**src/hw/rtl/kvte_pkg.sv**
```systemverilog
// Package for the key-value table engine: operation codes, sequencer states,
// the stored entry type and default sizing. No dependencies.
package kvte_pkg;

   localparam int KVTE_CAPACITY = 32;
   localparam int KEY_W         = 8;
   localparam int VALUE_W       = 16;
   localparam int USED_W        = 6;

   typedef enum logic [2:0] {
      KIND_INSERT   = 3'd0,
      KIND_DELETE   = 3'd1,
      KIND_REASSIGN = 3'd2,
      KIND_LOOKUP   = 3'd3,
      KIND_CLEAR    = 3'd4
   } kvte_kind_type;

   typedef enum logic [2:0] {
      ST_IDLE,
      ST_SEARCH,
      ST_ACT,
      ST_SHIFT,
      ST_DONE
   } kvte_state_type;

   typedef struct packed {
      logic [KEY_W-1:0]          key;
      logic signed [VALUE_W-1:0] value;
   } kvte_entry_type;

endpackage

```
**src/hw/rtl/kvte_if.sv**
```systemverilog
// Channel interfaces for the key-value table engine: request and response
// beats with valid/ready. Depends on kvte_pkg for field widths.
interface kvte_req_if
   import kvte_pkg::*;
   ();
   logic                      valid;
   logic                      ready;
   logic [2:0]                kind;
   logic [KEY_W-1:0]          key;
   logic signed [VALUE_W-1:0] new_value;

   modport source (output valid, output kind, output key, output new_value, input ready);
   modport sink   (input valid, input kind, input key, input new_value, output ready);
endinterface

interface kvte_rsp_if
   import kvte_pkg::*;
   ();
   logic                      valid;
   logic                      ready;
   logic                      hit;
   logic signed [VALUE_W-1:0] read_value;
   logic [USED_W-1:0]         entries_used;
   logic                      table_full_error;

   modport source (output valid, output hit, output read_value, output entries_used,
                   output table_full_error, input ready);
   modport sink   (input valid, input hit, input read_value, input entries_used,
                   input table_full_error, output ready);
endinterface

```
**src/hw/rtl/kvte_store.sv**
```systemverilog
// Entry memory of the key-value table: one write port, one read port with
// registered read data. Depends on kvte_pkg for the entry type.
module kvte_store
   import kvte_pkg::*;
#(
   parameter int DEPTH = KVTE_CAPACITY,
   localparam int IW   = (DEPTH > 1) ? $clog2(DEPTH) : 1
) (
   input  logic           clock,
   input  logic           wr_en,
   input  logic [IW-1:0]  wr_addr,
   input  kvte_entry_type wr_data,
   input  logic [IW-1:0]  rd_addr,
   output kvte_entry_type rd_data
);

   kvte_entry_type mem [DEPTH];
   kvte_entry_type rd_data_ff;

   always_ff @(posedge clock) begin
      if (wr_en) begin
         mem[wr_addr] <= wr_data;
      end
   end

   always_ff @(posedge clock) begin
      rd_data_ff <= mem[rd_addr];
   end

   assign rd_data = rd_data_ff;

endmodule

```
**src/hw/rtl/key_value_table_engine_core.sv**
```systemverilog
// Top level of the key-value table engine: sequencer, key compare and
// shift logic around the entry memory. Depends on kvte_pkg, kvte_if, kvte_store.
//
//   channel   | dir | beat contents
//   ----------+-----+----------------------------------------------
//   req_chan  | in  | kind, key, new_value
//   rsp_chan  | out | hit, read_value, entries_used, table_full_error
//
// The time a request takes grows with N, the entry count when it is taken:
// the search reads one entry per cycle from the single read port of the entry
// memory, and a delete then moves one entry per cycle down to close the gap.
// Reset clears only the entry count and control; no memory clearing pass.
// A response waits in its output register; a stalled response holds the
// sequencer in its final state until the beat is taken.
module key_value_table_engine_core
   import kvte_pkg::*;
#(
   parameter int CAPACITY = KVTE_CAPACITY
) (
   input  logic       clock,
   input  logic       reset,
   kvte_req_if.sink   req_chan,
   kvte_rsp_if.source rsp_chan
);

   localparam int IW = (CAPACITY > 1) ? $clog2(CAPACITY) : 1;
   localparam int CW = $clog2(CAPACITY + 1);
   localparam int XW = CW + 1;

   kvte_state_type            state_ff, state_in;
   kvte_kind_type             kind_ff, kind_in;
   logic [KEY_W-1:0]          key_ff, key_in;
   logic signed [VALUE_W-1:0] val_ff, val_in;
   logic [IW-1:0]             idx_ff, idx_in;
   logic [CW-1:0]             count_ff, count_in;
   logic                      hit_ff, hit_in;
   logic signed [VALUE_W-1:0] rd_ff, rd_in;
   logic                      err_ff, err_in;

   logic                      rsp_valid_ff, rsp_valid_in;
   logic                      rsp_hit_ff, rsp_hit_in;
   logic signed [VALUE_W-1:0] rsp_val_ff, rsp_val_in;
   logic [USED_W-1:0]         rsp_cnt_ff, rsp_cnt_in;
   logic                      rsp_err_ff, rsp_err_in;

   logic                      wr_en;
   logic [IW-1:0]             wr_addr;
   kvte_entry_type            wr_data;
   logic [IW-1:0]             rd_addr;
   kvte_entry_type            rd_data;

   logic [XW-1:0]             idx_p1;
   logic [XW-1:0]             idx_p2;
   logic [XW-1:0]             count_x;
   logic                      rsp_free;

   kvte_store #(.DEPTH(CAPACITY)) u_store (
      .clock   (clock),
      .wr_en   (wr_en),
      .wr_addr (wr_addr),
      .wr_data (wr_data),
      .rd_addr (rd_addr),
      .rd_data (rd_data)
   );

   assign idx_p1   = XW'(idx_ff) + XW'(1);
   assign idx_p2   = XW'(idx_ff) + XW'(2);
   assign count_x  = XW'(count_ff);
   assign rsp_free = !rsp_valid_ff || rsp_chan.ready;

   always_ff @(posedge clock) begin
      if (reset) begin
         state_ff     <= ST_IDLE;
         count_ff     <= '0;
         rsp_valid_ff <= 1'b0;
      end else begin
         state_ff     <= state_in;
         count_ff     <= count_in;
         rsp_valid_ff <= rsp_valid_in;
      end
   end

   always_ff @(posedge clock) begin
      kind_ff    <= kind_in;
      key_ff     <= key_in;
      val_ff     <= val_in;
      idx_ff     <= idx_in;
      hit_ff     <= hit_in;
      rd_ff      <= rd_in;
      err_ff     <= err_in;
      rsp_hit_ff <= rsp_hit_in;
      rsp_val_ff <= rsp_val_in;
      rsp_cnt_ff <= rsp_cnt_in;
      rsp_err_ff <= rsp_err_in;
   end

   always_comb begin
      state_in     = state_ff;
      kind_in      = kind_ff;
      key_in       = key_ff;
      val_in       = val_ff;
      idx_in       = idx_ff;
      count_in     = count_ff;
      hit_in       = hit_ff;
      rd_in        = rd_ff;
      err_in       = err_ff;
      rsp_valid_in = rsp_valid_ff && !rsp_chan.ready;
      rsp_hit_in   = rsp_hit_ff;
      rsp_val_in   = rsp_val_ff;
      rsp_cnt_in   = rsp_cnt_ff;
      rsp_err_in   = rsp_err_ff;
      req_chan.ready = 1'b0;
      wr_en        = 1'b0;
      wr_addr      = idx_ff;
      wr_data      = '{key: key_ff, value: val_ff};
      rd_addr      = IW'(idx_p1);

      case (state_ff)
         ST_IDLE: begin
            req_chan.ready = 1'b1;
            rd_addr        = '0;
            if (req_chan.valid) begin
               kind_in  = kvte_kind_type'(req_chan.kind);
               key_in   = req_chan.key;
               val_in   = req_chan.new_value;
               idx_in   = '0;
               hit_in   = 1'b0;
               rd_in    = '0;
               err_in   = 1'b0;
               state_in = (count_ff == '0) ? ST_ACT : ST_SEARCH;
            end
         end
         ST_SEARCH: begin
            // read data holds entry idx_ff; next address already on the port
            if (rd_data.key == key_ff) begin
               hit_in   = 1'b1;
               rd_in    = rd_data.value;
               state_in = ST_ACT;
            end else if (idx_p1 == count_x) begin
               state_in = ST_ACT;
            end else begin
               idx_in = IW'(idx_p1);
            end
         end
         ST_ACT: begin
            state_in = ST_DONE;
            if (kind_ff != KIND_LOOKUP) begin
               rd_in = '0;
            end
            case (kind_ff)
               KIND_INSERT: begin
                  if (hit_ff) begin
                     wr_en = 1'b1;
                  end else if (count_x < XW'(CAPACITY)) begin
                     wr_en    = 1'b1;
                     wr_addr  = IW'(count_ff);
                     count_in = count_ff + CW'(1);
                  end else begin
                     err_in = 1'b1;
                  end
               end
               KIND_REASSIGN: begin
                  wr_en = hit_ff;
               end
               KIND_DELETE: begin
                  if (hit_ff) begin
                     if (idx_p1 < count_x) begin
                        rd_addr  = IW'(idx_p1);
                        state_in = ST_SHIFT;
                     end else begin
                        count_in = count_ff - CW'(1);
                     end
                  end
               end
               KIND_CLEAR: begin
                  count_in = '0;
               end
               default: begin
               end
            endcase
         end
         ST_SHIFT: begin
            // move entry idx_ff+1 down one place
            wr_en   = 1'b1;
            wr_data = rd_data;
            idx_in  = IW'(idx_p1);
            if (idx_p2 < count_x) begin
               rd_addr = IW'(idx_p2);
            end else begin
               count_in = count_ff - CW'(1);
               state_in = ST_DONE;
            end
         end
         ST_DONE: begin
            if (rsp_free) begin
               rsp_valid_in = 1'b1;
               rsp_hit_in   = hit_ff;
               rsp_val_in   = rd_ff;
               rsp_cnt_in   = USED_W'(count_ff);
               rsp_err_in   = err_ff;
               state_in     = ST_IDLE;
            end
         end
         default: begin
            state_in = ST_IDLE;
         end
      endcase
   end

   assign rsp_chan.valid            = rsp_valid_ff;
   assign rsp_chan.hit              = rsp_hit_ff;
   assign rsp_chan.read_value       = rsp_val_ff;
   assign rsp_chan.entries_used     = rsp_cnt_ff;
   assign rsp_chan.table_full_error = rsp_err_ff;

`ifndef ASSERT_OFF
   a_count_bound: assert property (@(posedge clock) disable iff (reset)
      count_ff <= CW'(CAPACITY))
      else $error("entry count above capacity");

   a_write_in_range: assert property (@(posedge clock) disable iff (reset)
      wr_en |-> XW'(wr_addr) <= count_x)
      else $error("write beyond packed entries");

   a_full_no_hit: assert property (@(posedge clock) disable iff (reset)
      rsp_chan.valid && rsp_chan.table_full_error |-> !rsp_chan.hit)
      else $error("full error with hit");

   a_value_needs_hit: assert property (@(posedge clock) disable iff (reset)
      rsp_chan.valid && (rsp_chan.read_value != '0) |-> rsp_chan.hit)
      else $error("read value without hit");

   a_count_step: assert property (@(posedge clock) disable iff (reset)
      (state_ff == ST_SEARCH) |=> $stable(count_ff))
      else $error("count changed during search");
`endif

endmodule

```
**src/flat_wrapper.sv**
```systemverilog
// flat-port wrapper written by rule: the top's interface ports become plain ports
module key_value_table_engine_core_flat import kvte_pkg::*;
#(
   parameter int CAPACITY = KVTE_CAPACITY
)
  (clock, reset, req_chan_valid, req_chan_kind, req_chan_key, req_chan_new_value, req_chan_ready, rsp_chan_valid, rsp_chan_hit, rsp_chan_read_value, rsp_chan_entries_used, rsp_chan_table_full_error, rsp_chan_ready);
  kvte_req_if req_chan_i ();
  kvte_rsp_if rsp_chan_i ();
  input  logic clock;
  input  logic reset;
  input wire logic [$bits(req_chan_i.valid)-1:0] req_chan_valid;
  input wire logic [$bits(req_chan_i.kind)-1:0] req_chan_kind;
  input wire logic [$bits(req_chan_i.key)-1:0] req_chan_key;
  input wire logic [$bits(req_chan_i.new_value)-1:0] req_chan_new_value;
  output wire logic [$bits(req_chan_i.ready)-1:0] req_chan_ready;
  output wire logic [$bits(rsp_chan_i.valid)-1:0] rsp_chan_valid;
  output wire logic [$bits(rsp_chan_i.hit)-1:0] rsp_chan_hit;
  output wire logic [$bits(rsp_chan_i.read_value)-1:0] rsp_chan_read_value;
  output wire logic [$bits(rsp_chan_i.entries_used)-1:0] rsp_chan_entries_used;
  output wire logic [$bits(rsp_chan_i.table_full_error)-1:0] rsp_chan_table_full_error;
  input wire logic [$bits(rsp_chan_i.ready)-1:0] rsp_chan_ready;
  assign req_chan_i.valid = req_chan_valid;
  assign req_chan_i.kind = req_chan_kind;
  assign req_chan_i.key = req_chan_key;
  assign req_chan_i.new_value = req_chan_new_value;
  assign req_chan_ready = req_chan_i.ready;
  assign rsp_chan_valid = rsp_chan_i.valid;
  assign rsp_chan_hit = rsp_chan_i.hit;
  assign rsp_chan_read_value = rsp_chan_i.read_value;
  assign rsp_chan_entries_used = rsp_chan_i.entries_used;
  assign rsp_chan_table_full_error = rsp_chan_i.table_full_error;
  assign rsp_chan_i.ready = rsp_chan_ready;
  key_value_table_engine_core #(.CAPACITY(CAPACITY)) u_core (.clock(clock), .reset(reset), .req_chan(req_chan_i), .rsp_chan(rsp_chan_i));
endmodule
```
**config.mk**
```make
export PLATFORM = sky130hd
export DESIGN_NAME = key_value_table_engine_core_flat
export DESIGN_NICKNAME = d
export VERILOG_FILES = /design/src/hw/rtl/kvte_pkg.sv /design/src/hw/rtl/kvte_if.sv /design/src/hw/rtl/kvte_store.sv /design/src/hw/rtl/key_value_table_engine_core.sv /design/src/flat_wrapper.sv
export SDC_FILE = /design/constraint.sdc
export NUM_CORES = 1
export LEC_CHECK = 0
export ABC_CLOCK_PERIOD_IN_PS = 5800
export BUFFER_PORTS_ARGS = -buffer_cell sky130_fd_sc_hd__clkbuf_2
export CAP_MARGIN = 0
export CORE_MARGIN = 3
export CORE_UTILIZATION = 40
export CTS_BUF_LIST = sky130_fd_sc_hd__clkbuf_4
export DETAILED_ROUTE_END_ITERATION = 12
export GPL_ROUTABILITY_DRIVEN = 0
export MAX_ROUTING_LAYER = met4
export PLACE_DENSITY_LB_ADDON = 0.25
export SKIP_CTS_REPAIR_TIMING = 1
export SLEW_MARGIN = 20
export SYNTH_ARGS = -nofsm -noshare
export SYNTH_HDL_FRONTEND = slang
export SYNTH_SLANG_ARGS = --single-unit
```
**constraint.sdc**
```tcl
create_clock -name clock -period 5.8 [get_ports clock]
set_clock_uncertainty 0.05 [all_clocks]
set_input_delay 0.87 -clock clock [delete_from_list [all_inputs] [get_ports clock]]
set_output_delay 0.87 -clock clock [all_outputs]
set_load 0.03 [all_outputs]
```
==> metrics.md <==
| Metric | Value |
|---|---|
| Post-Synth Adder-Cell Area | `0.00571` |
| Switching part of the total power | `0.401` |
| Final hold viol count | `0` |
| Number of enable flip-flop cells after synthesis | `842` |
| Met2 usage | `0.362` |
| Die Area | `96900 µm²` |
| Sequential area share after synthesis | `0.697` |
| Post-Syn Area | `37300 µm²` |
| Clock power share | `0.254` |
| Hold Path Class | `input pin to flop` |
| Pin count of the biggest net entering global routing | `211` |
| Relative slew slack | `0.200` |
| Synth cell types | `69` |
| Maximum capacitance violations | `0` |
| Met3 Track Usage GR | `0.0579` |
| Post-Synth XOR/XNOR Area | `0.00352` |
| Critical path fanouts, max | `88` |
| Syn Inst Count | `2773` |
| Ys async rst share | `0` |
| FF+latch count, synth | `876` |
| Area of the multi-input gates | `10500 µm²` |
| FF+latch area | `26000 µm²` |
| Overall die height | `311 µm` |
| Drt total wl | `119 mm` |
| CP Class | `flop to flop` |
| TritonCTS clock tree | `done` |
| Largest family of logic cells by synthesized area | `simple AND/OR/NAND/NOR gates` |
| Tightest Pin Transition | `1.20 ns` |
| Final Util | `0.460` |
| Gr busiest metal | `met2` |
| Syn_nets | `2821` |
| Final period util | `0.773` |
| Site Rows | `111` |
| # fillers | `8209` |
| Arr. time, crit path | `5.41 ns` |
| Final net count | `2958` |
| Status | `finished, final reports clean` |
| DP Wirelength | `63.6 mm` |
| Synth Area in Compound Gates | `0.126` |
| Cts bufs inserted | `221` |
| RSZ-0062 raised after global routing | `false` |
| Final min period | `4.48 ns` |
| First-pass GRT wire length | `174 mm` |
| Vias in the first global route | `26000` |
| Lkg Pwr | `14.1 nW` |
| Width of the die | `311 µm` |
| Flop pwr share | `0.386` |
| Setup crit start kind | `flop` |
| DRC | `0` |
| Worst-skew pair later-pin latency | `1.09 ns` |
| Io pins | `57` |
| Int Power | `12.6 mW` |
| Initial DRC Count | `3568` |
| Clock slew seen by the registers of the worst setup and hold paths | `0.06 ns` |
| CTS H-Tree Depth | `4` |
| Pwr Total | `21.0 mW` |
| Via density | `6.20` |
| I/O Buffers | `56` |
| Fin cells | `4338` |
| Clk root buf | `clkbuf_4` |
| Core area | `92100 µm²` |
| Commonest non-fill, non-tap cell in the layout | `edfxtp_1` |
| Gr usage total | `0.248` |
| Syn_area_per_cell | `13.4 µm²` |
| Simple-gate share of the synthesized area | `0.126` |
| Share of post-route cells with drive strength above 1 | `0.190` |
| GR Overflow Total | `0` |
| Dpl cells | `3903` |
| Max Freq | `223 MHz` |
| Most frequent cells in the layout | `edfxtp_1, clkbuf_4, nand2_1` |
| Initial Utilization | `0.405` |
| Wire length per cell | `27.5 µm` |
| Vias | `26900` |
| DRT Pass-1 Iters | `7` |
| Mux contribution to synthesized area | `0.0148` |
| Worst Path Required | `6.73 ns` |
| Maximum clock path buffer count | `3` |
| Antenna Nets Post-Route | `0` |
| PwrDens | `496 nW/µm²` |
| Main synth FF type | `edfxtp_1` |
| Logic pwr share | `0.361` |
| Area Overhead vs Synth | `13.6%` |
| M1 GR Usage | `0.335` |
| Setup TNS | `0 ns` |
| Initial antenna violation count | `4` |
| Final Slew Violations | `0` |
| Yosys warns | `0` |
| Sw power | `8.42 mW` |
| VDD IR-drop max | `0.521 mV` |
| CTS sink cnt | `876` |
| Final setup vio count | `0` |
| Worst setup EP type | `flop` |
-- layout make-up --
| class | count | share of cell area |
|---|---|---|
| Antenna cell | 7 | 0.000414 |
| Clock buffer | 344 | 0.0610 |
| Clock inverter | 57 | 0.00812 |
| Inverter | 15 | 0.00133 |
| Multi-Input combinational cell | 1633 | 0.249 |
| Sequential cell | 876 | 0.613 |
| Tap cell | 1243 | 0.0367 |
| Timing Repair Buffer | 163 | 0.0304 |
-- cell usage after synthesis (28+ instances only) --
cell / instances / area, µm²
a22oi_1: 71 / 533
nand4_1: 28 / 175
edfxtp_1: 842 / 25300
o21ai_0: 148 / 741
nand3_1: 150 / 751
nor2_1: 96 / 360
nor3_1: 38 / 190
buf_2: 28 / 140
nand2_1: 314 / 1180
and3_1: 153 / 957
a211oi_1: 223 / 1670
clkbuf_1: 198 / 743
or4b_1: 69 / 691
dfxtp_1: 34 / 681
a32oi_1: 121 / 1060
-- path summary, 6_finish.rpt --
| check | startpoint | end | slack (ns) | cells after the start |
|---|---|---|---|---|
| setup / recovery | u_core.idx_ff[3] | u_core.u_store.rd_data[18] | 1.32 | 12 |
| hold / removal | reset | u_core.count_ff[3] | 0.12 | 2 |
| setup reg to reg | u_core.idx_ff[3] | u_core.u_store.rd_data[18] | 1.32 | 12 |
| hold reg to reg | u_core.rd_ff[3] | u_core.rsp_chan.read_value[3] | 0.35 | 0 |
-- flip-flops by register name, summed over array words and instances, names as in the netlist, 3 cells and up --
name / cells
u_core.rd_ff: 16
u_core.val_ff: 16
u_core.u_store.rd_data: 24
u_core.kind_ff: 3
u_core.rsp_chan.entries_used: 6
u_core.idx_ff: 5
u_core.count_ff: 6
u_core.u_store.mem: 768
u_core.state_ff: 3
u_core.rsp_chan.read_value: 16
u_core.key_ff: 8
-- cell families (layout without fill, tap and decap cells) --
logic type                 Yosys count  in the layout
muxes                               49             49
adders and majority gates           17             17
xor gates and xnor gates            15             15
AOI/OAI and AO/OA                  649            649
DFF                                876            876
and+or+nand+nor                    903            903
buffers and inverters              264            579
other                                0              7
-- power by group through the flow --
stage / clock network [mW] / registers (mW) / logic (mW)
finish: 5.33 / 8.10 / 7.58
global route: 5.81 / 8.11 / 8.02
CTS: 5.43 / 8.08 / 7.39
detailed placement: 0 / 8.21 / 7.38
global placement: 0 / 8.21 / 7.23
floorplan: 0 / 8.03 / 4.50
-- per-layer routing --
metal | part of all wire | wire length (µm) | vias up
li1 | - | - | 11400
met1 | 0.41 | 48700 | 13500
met2 | 0.45 | 53100 | 1710
met3 | 0.11 | 12900 | 318
met4 | 0.037 | 4440 | 0
met5 | 0 | 0 | -
-- worst max-delay path, cell delays in order (launching register included) --
cell	delay, ns
edfxtp_1	0.52
nand3_1	0.17
xor2_1	0.32
inv_1	0.12
ha_1	0.30
a21o_1	0.20
a211o_2	0.51
nor3_4	0.28
buf_4	0.76
o21ai_0	0.24
a32oi_1	0.28
o2111ai_1	0.35
nand4_1	0.18
-- per-stage QoR --
step | hold WS, ns | setup slack (ns) | cell area (µm²)
after floorplan | 0.350 | 1.58 | 37300
final | 0.122 | 1.32 | 42400
after global routing | 0.0507 | 1.11 | 42400
after detailed placement | 0.355 | 1.45 | 39100
after global placement | 0.354 | 1.43 | 39100
after CTS | -0.193 | 1.41 | 42100
No activity file was read; power rests on OpenSTA's default activity.
